--- config.mk ---
export PLATFORM = sky130hd
export DESIGN_NAME = pid_speed_loop_stall_reverse_unit
export DESIGN_NICKNAME = d
export VERILOG_FILES = /design/src/rtl/pslsr_pkg.sv /design/src/rtl/pid_speed_loop_stall_reverse_unit.sv
export SDC_FILE = /design/constraint.sdc
export NUM_CORES = 2
export LEC_CHECK = 0
export BUFFER_PORTS_ARGS = -buffer_cell sky130_fd_sc_hd__buf_2
export CORE_MARGIN = 5
export CORE_UTILIZATION = 25
export CTS_CLUSTER_DIAMETER = 50
export DETAILED_ROUTE_END_ITERATION = 8
export PLACE_DENSITY = 0.47
export SETUP_SLACK_MARGIN = 0.02
export SLEW_MARGIN = 20
export SYNTH_ARGS = -nofsm -noshare
export SYNTH_HDL_FRONTEND = slang
export SYNTH_SLANG_ARGS = --single-unit
--- constraint.sdc ---
create_clock -name i_clk -period 10.4 [get_ports i_clk]
set_input_delay 2.08 -clock i_clk [delete_from_list [all_inputs] [get_ports i_clk]]
set_output_delay 2.08 -clock i_clk [all_outputs]
set_load 0.05 [all_outputs]
--- src/rtl/pslsr_pkg.sv ---
// Shared widths, reset values and codes for the speed loop with stall reverse.
// No dependencies; imported by pid_speed_loop_stall_reverse_unit and its testbench.
package pslsr_pkg;

    // field widths
    localparam int SPEED_W   = 16;
    localparam int MODE_W    = 2;
    localparam int GAIN_W    = 16;
    localparam int MAG_W     = 15;
    localparam int ERR_W     = 17;
    localparam int DIFF_W    = 18;
    localparam int CFG_IDX_W = 3;
    localparam int CFG_W     = 16;
    localparam int IN_TD_W   = 24;
    localparam int OUT_TD_W  = 24;

    // product and accumulator widths
    localparam int PROD_W    = GAIN_W + ERR_W;
    localparam int PRODD_W   = GAIN_W + DIFF_W;
    localparam int ACC_W     = PRODD_W + 2;

    // mode codes
    localparam logic [MODE_W-1:0] MODE_STOP = 2'd0;
    localparam logic [MODE_W-1:0] MODE_FEED = 2'd1;
    localparam logic [MODE_W-1:0] MODE_HOLD = 2'd2;

    // register indexes
    localparam logic [CFG_IDX_W-1:0] REG_PROP_GAIN      = 3'd0;
    localparam logic [CFG_IDX_W-1:0] REG_INTEG_GAIN     = 3'd1;
    localparam logic [CFG_IDX_W-1:0] REG_DERIV_GAIN     = 3'd2;
    localparam logic [CFG_IDX_W-1:0] REG_FEED_SPEED     = 3'd3;
    localparam logic [CFG_IDX_W-1:0] REG_CURRENT_LIMIT  = 3'd4;
    localparam logic [CFG_IDX_W-1:0] REG_INTEGRAL_LIMIT = 3'd5;
    localparam logic [CFG_IDX_W-1:0] REG_REVERSE_SPEED  = 3'd6;
    localparam logic [CFG_IDX_W-1:0] REG_STALL_SPEED    = 3'd7;

    // register reset values
    localparam logic signed [GAIN_W-1:0]  RST_PROP_GAIN      = 16'sd1280;
    localparam logic signed [GAIN_W-1:0]  RST_INTEG_GAIN     = 16'sd64;
    localparam logic signed [GAIN_W-1:0]  RST_DERIV_GAIN     = 16'sd0;
    localparam logic        [MAG_W-1:0]   RST_FEED_SPEED     = 15'd5500;
    localparam logic        [MAG_W-1:0]   RST_CURRENT_LIMIT  = 15'd10000;
    localparam logic        [MAG_W-1:0]   RST_INTEGRAL_LIMIT = 15'd10000;
    localparam logic signed [SPEED_W-1:0] RST_REVERSE_SPEED  = 16'sd2000;
    localparam logic        [MAG_W-1:0]   RST_STALL_SPEED    = 15'd100;

    // flags that ride along the pipeline
    typedef struct packed {
        logic protect;
        logic reversing;
    } t_flags;

endpackage

--- src/rtl/pid_speed_loop_stall_reverse_unit.sv ---
// Speed PID loop with integral clamp, stall detection and timed reverse.
// Depends on pslsr_pkg.
//
// Usage:
//   Input stream: one transaction per control tick, carrying measured speed,
//   mode (stop, feed, hold) and a protect flag. Output stream: one transaction
//   per input with the clamped drive current, a reversing flag and a windup flag.
//   Configuration: write enable, register index and data; writes take effect at
//   the clock edge; the user must make them only while the loop is idle, the block does not enforce this.
//   Throughput: one item per cycle while the output is not stalled. The first
//   stage (target select, stall counter, error and clamped error sum) closes
//   the state loop; the second stage holds the three gain products; the third
//   sums, scales, rounds toward zero and clamps into the output register.
//   Reset: all configuration registers return to their defaults, target, errors, error
//   sum, stall count and reverse count clear, the pipeline empties.
//   Stall on the output: each stage holds while the one after it is full and
//   not moving, so input is still taken until every stage is occupied.
module pid_speed_loop_stall_reverse_unit #(
    parameter int STALL_TICKS_NEEDED = 20,
    parameter int REVERSE_TICKS      = 40,
    parameter int GAIN_FRAC_BITS     = 8
) (
    input  logic                                i_clk,
    input  logic                                i_rst_n,
    // input stream
    input  logic                                i_s_axis_tvalid,
    output logic                                o_s_axis_tready,
    // [15:0] real_speed, [17:16] mode, [18] protect, [23:19] zero
    input  logic [pslsr_pkg::IN_TD_W-1:0]       i_s_axis_tdata,
    // output stream
    output logic                                o_m_axis_tvalid,
    input  logic                                i_m_axis_tready,
    // [15:0] drive_current, [16] reversing, [17] windup, [23:18] zero
    output logic [pslsr_pkg::OUT_TD_W-1:0]      o_m_axis_tdata,
    // configuration write port
    input  logic                                i_cfg_we,
    input  logic [pslsr_pkg::CFG_IDX_W-1:0]     i_cfg_idx,
    input  logic [pslsr_pkg::CFG_W-1:0]         i_cfg_data
);
    import pslsr_pkg::*;

    localparam int STALL_W = $clog2(STALL_TICKS_NEEDED + 1);
    localparam int REV_W   = $clog2(REVERSE_TICKS + 1);
    localparam logic [STALL_W-1:0] STALL_MAX = STALL_W'(STALL_TICKS_NEEDED);
    localparam logic [REV_W-1:0]   REV_LOAD  = REV_W'(REVERSE_TICKS);
    localparam logic signed [ACC_W-1:0] RND_BIAS =
        ACC_W'((64'd1 << GAIN_FRAC_BITS) - 64'd1);

    // configuration registers
    logic signed [GAIN_W-1:0]  r_kp, r_ki, r_kd, r_rev_speed;
    logic        [MAG_W-1:0]   r_feed, r_clim, r_ilim, r_stall_speed;

    // loop state, also the stage-one payload
    logic signed [SPEED_W-1:0] r_target, n_target;
    logic signed [ERR_W-1:0]   r_err_now, n_err_now;
    logic signed [ERR_W-1:0]   r_err_sum, n_err_sum;
    logic signed [DIFF_W-1:0]  r_s1_diff, n_diff;
    logic [STALL_W-1:0]        r_stall_cnt, n_stall_cnt;
    logic [REV_W-1:0]          r_rev_left, n_rev_left;
    t_flags                    r_s1_flags, n_flags;
    logic                      r_s1_valid;

    // stage two
    logic signed [PROD_W-1:0]  r_p_prop, r_p_int;
    logic signed [PRODD_W-1:0] r_p_der;
    t_flags                    r_s2_flags;
    logic                      r_s2_windup;
    logic                      r_s2_valid;

    // output register
    logic signed [SPEED_W-1:0] r_out_drive, n_out_drive;
    logic                      r_out_rev, r_out_windup;
    logic                      r_out_valid;

    // handshake
    logic rdy1, rdy2, rdy3, s_acc;

    // stage-one combinational signals
    logic signed [SPEED_W-1:0] in_speed;
    logic [MODE_W-1:0]         in_mode;
    logic                      in_protect;
    logic [SPEED_W:0]          spd_mag;
    logic signed [DIFF_W-1:0]  sum_ext, sum_mag, ilim_ext, sum_next;
    logic                      stall_hit, rev_act;
    logic [STALL_W-1:0]        stall_inc;
    logic [REV_W-1:0]          rev_base;

    // stage-three combinational signals
    logic signed [ACC_W-1:0]   acc, acc_rnd, acc_q, clim_ext;

    // per-stage ready chain
    assign rdy3  = ~r_out_valid | i_m_axis_tready;
    assign rdy2  = ~r_s2_valid | rdy3;
    assign rdy1  = ~r_s1_valid | rdy2;
    assign s_acc = i_s_axis_tvalid & rdy1;
    assign o_s_axis_tready = rdy1;

    // input fields
    assign in_speed   = i_s_axis_tdata[SPEED_W-1:0];
    assign in_mode    = i_s_axis_tdata[SPEED_W +: MODE_W];
    assign in_protect = i_s_axis_tdata[SPEED_W+MODE_W];

    // magnitudes of speed and of the previous error sum
    assign spd_mag  = in_speed[SPEED_W-1] ? -{in_speed[SPEED_W-1], in_speed}
                                          : {in_speed[SPEED_W-1], in_speed};
    assign sum_ext  = {r_err_sum[ERR_W-1], r_err_sum};
    assign sum_mag  = r_err_sum[ERR_W-1] ? -sum_ext : sum_ext;
    assign ilim_ext = {{(DIFF_W-MAG_W){1'b0}}, r_ilim};

    // target, stall counter, reverse, error and clamped sum
    always_comb begin
        n_target = r_target;
        case (in_mode)
            MODE_STOP: n_target = '0;
            MODE_FEED: n_target = -$signed({1'b0, r_feed});
            default:   n_target = r_target;
        endcase

        stall_hit   = (spd_mag < {2'b00, r_stall_speed}) && (sum_mag == ilim_ext);
        stall_inc   = stall_hit ? r_stall_cnt + 1'b1 : '0;
        n_stall_cnt = r_stall_cnt;
        rev_base    = r_rev_left;
        if (r_rev_left == '0) begin
            if (stall_inc >= STALL_MAX) begin
                rev_base    = REV_LOAD;
                n_stall_cnt = '0;
            end else begin
                n_stall_cnt = stall_inc;
            end
        end

        rev_act    = (rev_base != '0);
        n_rev_left = rev_act ? rev_base - 1'b1 : rev_base;
        if (rev_act) begin
            n_target = r_rev_speed;
        end

        n_err_now = {n_target[SPEED_W-1], n_target} - {in_speed[SPEED_W-1], in_speed};
        n_diff    = {n_err_now[ERR_W-1], n_err_now} - {r_err_now[ERR_W-1], r_err_now};
        sum_next  = sum_ext + {n_err_now[ERR_W-1], n_err_now};
        if (sum_next > ilim_ext) begin
            n_err_sum = ilim_ext[ERR_W-1:0];
        end else if (sum_next < -ilim_ext) begin
            n_err_sum = ERR_W'(-ilim_ext);
        end else begin
            n_err_sum = sum_next[ERR_W-1:0];
        end

        n_flags.protect   = in_protect;
        n_flags.reversing = rev_act;
    end

    // sum of products, divide rounding toward zero, clamp, protect
    assign acc      = ACC_W'(r_p_prop) + ACC_W'(r_p_int) + ACC_W'(r_p_der);
    assign acc_rnd  = acc + (acc[ACC_W-1] ? RND_BIAS : '0);
    assign acc_q    = acc_rnd >>> GAIN_FRAC_BITS;
    assign clim_ext = {{(ACC_W-MAG_W){1'b0}}, r_clim};

    always_comb begin
        if (r_s2_flags.protect) begin
            n_out_drive = '0;
        end else if (acc_q > clim_ext) begin
            n_out_drive = clim_ext[SPEED_W-1:0];
        end else if (acc_q < -clim_ext) begin
            n_out_drive = SPEED_W'(-clim_ext);
        end else begin
            n_out_drive = acc_q[SPEED_W-1:0];
        end
    end

    // configuration registers
    always_ff @(posedge i_clk) begin
        if (!i_rst_n) begin
            r_kp          <= RST_PROP_GAIN;
            r_ki          <= RST_INTEG_GAIN;
            r_kd          <= RST_DERIV_GAIN;
            r_feed        <= RST_FEED_SPEED;
            r_clim        <= RST_CURRENT_LIMIT;
            r_ilim        <= RST_INTEGRAL_LIMIT;
            r_rev_speed   <= RST_REVERSE_SPEED;
            r_stall_speed <= RST_STALL_SPEED;
        end else if (i_cfg_we) begin
            case (i_cfg_idx)
                REG_PROP_GAIN:      r_kp          <= i_cfg_data;
                REG_INTEG_GAIN:     r_ki          <= i_cfg_data;
                REG_DERIV_GAIN:     r_kd          <= i_cfg_data;
                REG_FEED_SPEED:     r_feed        <= i_cfg_data[MAG_W-1:0];
                REG_CURRENT_LIMIT:  r_clim        <= i_cfg_data[MAG_W-1:0];
                REG_INTEGRAL_LIMIT: r_ilim        <= i_cfg_data[MAG_W-1:0];
                REG_REVERSE_SPEED:  r_rev_speed   <= i_cfg_data;
                REG_STALL_SPEED:    r_stall_speed <= i_cfg_data[MAG_W-1:0];
                default: ;
            endcase
        end
    end

    // stage one: loop state, updated on each input transaction
    always_ff @(posedge i_clk) begin
        if (!i_rst_n) begin
            r_target    <= '0;
            r_err_now   <= '0;
            r_err_sum   <= '0;
            r_stall_cnt <= '0;
            r_rev_left  <= '0;
            r_s1_valid  <= 1'b0;
        end else begin
            if (rdy1) begin
                r_s1_valid <= i_s_axis_tvalid;
            end
            if (s_acc) begin
                r_target    <= n_target;
                r_err_now   <= n_err_now;
                r_err_sum   <= n_err_sum;
                r_stall_cnt <= n_stall_cnt;
                r_rev_left  <= n_rev_left;
            end
        end
    end

    always_ff @(posedge i_clk) begin
        if (s_acc) begin
            r_s1_diff  <= n_diff;
            r_s1_flags <= n_flags;
        end
    end

    // stage two: gain products
    always_ff @(posedge i_clk) begin
        if (!i_rst_n) begin
            r_s2_valid <= 1'b0;
        end else if (rdy2) begin
            r_s2_valid <= r_s1_valid;
        end
    end

    always_ff @(posedge i_clk) begin
        if (rdy2 && r_s1_valid) begin
            r_p_prop    <= PROD_W'(r_kp) * PROD_W'(r_err_now);
            r_p_int     <= PROD_W'(r_ki) * PROD_W'(r_err_sum);
            r_p_der     <= PRODD_W'(r_kd) * PRODD_W'(r_s1_diff);
            r_s2_flags  <= r_s1_flags;
            r_s2_windup <= (sum_mag == ilim_ext);
        end
    end

    // stage three: output register
    always_ff @(posedge i_clk) begin
        if (!i_rst_n) begin
            r_out_valid <= 1'b0;
        end else if (rdy3) begin
            r_out_valid <= r_s2_valid;
        end
    end

    always_ff @(posedge i_clk) begin
        if (rdy3 && r_s2_valid) begin
            r_out_drive  <= n_out_drive;
            r_out_rev    <= r_s2_flags.reversing;
            r_out_windup <= r_s2_windup;
        end
    end

    assign o_m_axis_tvalid = r_out_valid;
    assign o_m_axis_tdata  = {{(OUT_TD_W-SPEED_W-2){1'b0}}, r_out_windup, r_out_rev,
                              r_out_drive};

    // a pending reverse keeps the stall counter cleared
    a_rev_clears_stall: assert property (@(posedge i_clk) disable iff (!i_rst_n)
        (r_rev_left != '0) |-> (r_stall_cnt == '0))
        else $error("stall counter running during reverse");

    // the error sum never leaves its clamp after an update
    a_sum_clamped: assert property (@(posedge i_clk) disable iff (!i_rst_n)
        s_acc |=> (sum_mag <= ilim_ext))
        else $error("error sum outside integral limit");

    // a stalled stage-one item keeps its loop state
    a_s1_hold: assert property (@(posedge i_clk) disable iff (!i_rst_n)
        (r_s1_valid && !rdy2) |=> (r_s1_valid && $stable(r_err_now) && $stable(r_err_sum)))
        else $error("stage one item lost while stalled");

    // every item leaving stage one lands in stage two
    a_s2_fill: assert property (@(posedge i_clk) disable iff (!i_rst_n)
        (r_s1_valid && rdy2) |=> r_s2_valid)
        else $error("item dropped between stage one and two");

endmodule

## After elaboration in Yosys (flattened, before gate mapping)

Index checks and enable logic that the tools add are counted.

| word-level totals | value |
|---|---|
| register bits after elaboration | 329 |
| input port bits | 48 |
| output and inout port bits | 26 |
| logic and storage cells | 98 |

| operators by class | value |
|---|---|
| add/subtract/negate cells | 13 |
| multiply operators | 3 |
| order comparisons | 6 |
| equality and inequality tests | 9 |
| muxes and demuxes | 14 |
| bitwise logic cells | 7 |
| reduce and logical (&&, ||, !) cells | 17 |

Operator list:

| kind | count |
|---|---|
| 16-bit by 17-bit multiplier with 33-bit output | 2 |
| 17-bit two-way mux | 3 |
| 35-bit by 9-bit adder with 36-bit output | 1 |
| 28-bit by 36-bit < comparator with 1-bit output | 1 |
| 15-bit negator with 36-bit output | 1 |
| 34-bit by 34-bit adder with 35-bit output | 1 |
| 33-bit by 33-bit adder with 34-bit output | 1 |
| 16-bit by 18-bit multiplier with 34-bit output | 1 |
| 16-bit two-way mux | 2 |
| 16-bit one-hot mux with 2 select lines | 1 |
| 28-bit by 16-bit greater-than comparator with 1-bit output | 1 |
| 17-bit by 17-bit adder with 18-bit output | 1 |
| 18-bit by 16-bit == test with 1-bit output | 1 |
| 18-bit by 16-bit greater-than comparator with 1-bit output | 1 |
| 18-bit < comparator | 1 |
| 18-bit two-way mux | 1 |
| 6-bit two-way mux | 3 |
| 15-bit negator with 18-bit output | 1 |
| 17-bit negator with 18-bit output | 1 |
| 2-bit AND reduction | 9 |
| 17-bit by 17-bit subtractor with 18-bit output | 1 |
| 17-bit by 15-bit < comparator with 1-bit output | 1 |
| 17-bit negator | 1 |
| 16-bit by 16-bit subtractor with 17-bit output | 1 |
| 20 further kinds | 31 |

## Logic depth before layout (Yosys ltp)

| logic depth | value |
|---|---|
| word-level depth | 15 |
| gate-level depth with buffers | 47 |
| mapped depth without buffers | 45 |

## Worst setup path after synthesis

OpenSTA, ideal clock, no wires.

| path | value |
|---|---|
| path type | input to register |
| from | input i_m_axis_tready |
| to | register r_p_der[0], enable pin |
| setup time | 0.722 ns |
| arrival time | 9.621 ns |
| data required time | 9.678 ns |
| slack | 0.057 ns |
| cell stages on the path | 2 |
| buffers on the path | 0 |
| path through | nor2b_1 a21boi_0 |

| on the way | value |
|---|---|
| longest elaborated chain between the ends | 3 |

RTL lines:

| what | RTL line | text |
|---|---|---|
| from (decl) | pid_speed_loop_stall_reverse_unit.sv:32 | `input logic i_m_axis_tready,` |
| 1-bit bitwise OR | pid_speed_loop_stall_reverse_unit.sv:92 | `assign rdy3 = ~r_out_valid \| i_m_axis_tready;` |
| 1-bit bitwise OR | pid_speed_loop_stall_reverse_unit.sv:93 | `assign rdy2 = ~r_s2_valid \| rdy3;` |
| 1-bit logical AND | pid_speed_loop_stall_reverse_unit.sv:237 | `if (rdy2 && r_s1_valid) begin` |
| to (signal assigned) | pid_speed_loop_stall_reverse_unit.sv:240 | `r_p_der <= PRODD_W'(r_kd) * PRODD_W'(r_s1_diff);` |
| to (decl) | pid_speed_loop_stall_reverse_unit.sv:65 | `logic signed [PRODD_W-1:0] r_p_der;` |

No other way between the ends.
A chain may end at the register's enable or synchronous reset.

## Final worst setup path

| path | value |
|---|---|
| from | input i_s_axis_tdata[0] (netlist bit) |
| to | register r_err_sum[12] |

| on the way | value |
|---|---|
| longest elaborated chain between the ends | 15 |
| elaborated cells on any way between the ends | 16 |
| those cells by class | add/sub (3); order compare (4); mux (7); reduce/logical (2) |

RTL lines:

| what | RTL line | text |
|---|---|---|
| from (decl) | pid_speed_loop_stall_reverse_unit.sv:29 | `input logic [pslsr_pkg::IN_TD_W-1:0] i_s_axis_tdata,` |
| 17-bit negator | pid_speed_loop_stall_reverse_unit.sv:104 | `assign spd_mag = in_speed[SPEED_W-1] ? -{in_speed[SPEED_W-1], in_speed}` |
| 17-bit two-way mux | pid_speed_loop_stall_reverse_unit.sv:104 |  |
| 17-bit by 15-bit < comparator with 1-bit output | pid_speed_loop_stall_reverse_unit.sv:119 | `stall_hit = (spd_mag < {2'b00, r_stall_speed}) && (sum_mag == ilim_ext);` |
| 1-bit logical AND | pid_speed_loop_stall_reverse_unit.sv:119 |  |
| 5-bit two-way mux | pid_speed_loop_stall_reverse_unit.sv:120 | `stall_inc = stall_hit ? r_stall_cnt + 1'b1 : '0;` |
| 5-bit greater-or-equal comparator | pid_speed_loop_stall_reverse_unit.sv:124 | `if (stall_inc >= STALL_MAX) begin` |
| 6-bit two-way mux | pid_speed_loop_stall_reverse_unit.sv:124 |  |
| 6-bit two-way mux | pid_speed_loop_stall_reverse_unit.sv:123 | `if (r_rev_left == '0) begin` |
| 6-bit nonzero test | pid_speed_loop_stall_reverse_unit.sv:132 | `rev_act = (rev_base != '0);` |
| 16-bit two-way mux | pid_speed_loop_stall_reverse_unit.sv:134 | `if (rev_act) begin` |
| 16-bit by 16-bit subtractor with 17-bit output * | pid_speed_loop_stall_reverse_unit.sv:138 | `n_err_now = {n_target[SPEED_W-1], n_target} - {in_speed[SPEED_W-1], in_speed};` |
| net n_err_now[10] | pid_speed_loop_stall_reverse_unit.sv:55 | `logic signed [ERR_W-1:0] r_err_now, n_err_now;` |
| 17-bit by 17-bit adder with 18-bit output * | pid_speed_loop_stall_reverse_unit.sv:140 | `sum_next = sum_ext + {n_err_now[ERR_W-1], n_err_now};` |
| 18-bit < comparator | pid_speed_loop_stall_reverse_unit.sv:143 | `end else if (sum_next < -ilim_ext) begin` |
| 17-bit two-way mux | pid_speed_loop_stall_reverse_unit.sv:143 |  |
| 17-bit two-way mux * | pid_speed_loop_stall_reverse_unit.sv:141 | `if (sum_next > ilim_ext) begin` |
| to (signal assigned) | pid_speed_loop_stall_reverse_unit.sv:213 | `r_err_sum <= n_err_sum;` |
| to (decl) | pid_speed_loop_stall_reverse_unit.sv:56 | `logic signed [ERR_W-1:0] r_err_sum, n_err_sum;` |

Mark *: on every way through the listed nets, which the timed path passes. The rest lies on a longest branch.

==> flow_summary.yaml <==
cells_and_area:
  stdcell_count: 8808
  diodes: 0
  final_area_mm2: 0.0592
  drive_gt1_share_pct: 6.93
  multiInputGateArea_mm2: 0.0401
  final_nets: 7315
  seqCellArea_mm2: 0.00800
  area_growth_pct: 11.7
  fillers: 22533
drt:
  dr_total_vias: 39813
  postRouteWirelength_mm: 159
  drc_errors: 0
  antenna_left: 0
  routedWlPerCell_um: 18.0
  drt-initial-drc-count: 1956
  via_per_inst: 4.52
  dr.pass1.iters: 5
floorplanning:
  core-area_mm2: 0.212
  io_pins: 74
  die_h_um: 471
  dieArea_mm2: 0.222
  die_x_um: 471
  start_util_pct: 25.1
  num_rows: 169
yosys:
  synth_edf_count: 141
  yosys-top-cells-count: "inv_1 (1040), fa_1 (880), nand2_1 (856)"
  synthFlopType: "dfxtp_1"
  synth.most_common_cell: "inv_1"
  synth_top_area_share_pct: 33.2
  yosys-top-cells-area: "fa_1 (33%), ha_1 (11%), edfxtp_1 (8.0%), inv_1 (7.4%), dfxtp_1 (7.1%)"
  yosys.cell_types.count: 103
  ys_seq_elements: 329
  avgSynthCellArea_um2: 8.98
  synthArstFlopShare_pct: 0
  yosys.area.top_type: "fa_1"
  syn_inst: 5911
  ys_warn_count: 0
  syn_area_mm2: 0.0531
  ys_seq_area_share_pct: 15.1
setup_path:
  crit_slowest_cell: "fa_1"
  r2r_setup_slack_ns: 1.12
  cp_common_cell: "o21ai_0"
  critical_path_required_ns: 10.96
  critPathKind: "in2reg"
  critPathLaunchType: "input port"
  cp_max_fo: 6
  cpLargestDelayFamily: "compound AO/OA/AOI/OAI gates"
  end_kind: "register"
  worstPathArrival_ns: 10.33
  max_stage_delay_ns: 0.43
  crit_buf_inv: 5
outcome:
  status: "finished clean"
clocking:
  clockRootBuffer: "clkbuf_16"
  cts.path.max_buffers: 3
  cts_setup_buffers: 0
  cts.htree.levels: 2
  clock_latency_ns: 0.68
  clock-sinks: 329
  cts.clk_slew.worst_paths_ns: 0.05
  tritoncts: "done"
  cts-hold-fix-buffers: 0
  cts_buffers: 59
  cts.repair.resized: 0
sta:
  tightest_slew_ns: 1.09
  setup_viol: 0
  rsz0062_at_grt: "no"
  drv_slew: 0
  finClkSkew_ns: 0.0371
  fin_crit_sh_pct: 93.9
  max_freq_ghz: 0.102
  finalHoldViolations: 0
  hold_slack_ns: 0.418
  relSlewSlack_pct: 27.4
  setup_ws_ns: 0.634
  fin_crit_ns: 9.77
place:
  dpl.cell_count: 8699
  place_area_mm2: 0.0572
  routabilityCongestion: 0.850
  io_buffers: 62
  hpwlAfterDp_mm: 129
  place_ws_ns: -0.432
global_route:
  gr-total-overflow: 0
  grt_max_degree: 66
  grt_usage_pct: 14.4
  antenna_found_initial: 9
  grt_pass1_vias: 42683
  grt_first_pass_wirelength_mm: 252
pwr:
  power.total_mw: 13.8
  leakagePower_nw: 25.5
  power_density_mw_per_mm2: 233
  ir_drop_v: 0.000264
hold_path:
  min_path_type: "reg2reg"
run:
  max_cap_violations: 0
-- layout make-up --
cell class,instances,area share [%]
multi-input combinational,4273,67.7
timing repair buffer,233,2.73
tap,2821,5.96
sequential,329,13.5
clock buffer,70,2.72
clock inverter,39,0.739
inverter,1043,6.61
-- cells in the final DEF, fill, tap and decap left out, types with 26 or more instances in the layout --
cell type / n
fa_1: 880
buf_2: 62
and2_1: 369
nand2b_1: 61
xnor2_1: 202
a21oi_1: 266
a31oi_1: 29
dfxtp_1: 188
o21ai_0: 120
nor4_1: 39
inv_1: 1039
nand3_1: 81
nand2_1: 856
nor2b_1: 34
nor3_1: 64
edfxtp_1: 141
o31ai_1: 26
buf_4: 169
nand4_1: 29
nor2_1: 196
o211ai_1: 33
a21o_1: 65
clkbuf_16: 61
a211oi_1: 27
ha_1: 448
and3_1: 35
mux2i_1: 29
xor2_1: 57
-- flip-flops by register name, indices dropped and copies added, names as in the netlist, 17 cells and up --
name and cells:
r_err_sum 17, r_err_now 17, r_s1_diff 18, r_p_int 33
r_p_der 34, r_p_prop 33
-- cells by family after synthesis --
logic type	count (synthesis)	share of synthesized area [%]
XOR/XNOR	259	4.28
AND/OR/NAND/NOR	1850	16.7
AO/OA/AOI/OAI	782	9.77
adder cells (fa/ha/maj)	1329	43.8
other	1	0.00707
multiplexers	47	0.936
flip-flops	329	15.1
buffers and inverters	1314	9.43
-- through the flow --
stage | utilization [%] | TNS (ns)
2_1_floorplan | - | 0
4_1_cts | 28.0 | 0
3_5_place_dp | 27.0 | -6.11
5_1_grt | 28.0 | 0
3_3_place_gp | 27.0 | -5.11
6_report | 28.0 | 0
-- worst paths after layout --
check,endpoint,startpoint,depth (start not counted)
setup / recovery,r_err_sum[12]$_SDFFE_PN0P_,i_s_axis_tdata[0],47
setup reg to reg,r_err_sum[12]$_SDFFE_PN0P_,r_err_sum[1]$_SDFFE_PN0P_,43
hold reg to reg,r_s2_flags[1]$_DFFE_PP_,r_s1_flags[1]$_DFFE_PP_,0
hold / removal,r_s2_flags[1]$_DFFE_PP_,r_s1_flags[1]$_DFFE_PP_,0
-- per-layer routing --
| layer | part of all wire [%] | vias up | track usage (%) |
|---|---|---|---|
| li1 | - | 18825 | - |
| met1 | 47 | 20071 | 19.6 |
| met2 | 47 | 713 | 24.5 |
| met3 | 3.7 | 202 | 1.51 |
| met4 | 2.5 | 2 | 3.39 |
| met5 | 0.013 | - | 0 |
-- where the power goes --
group	internal [mW]	switching [mW]
registers	1.70	0.483
clock network	1.21	0.798
logic	4.10	5.50
total	7.01	6.78
(Power assumes the default switching activity.)
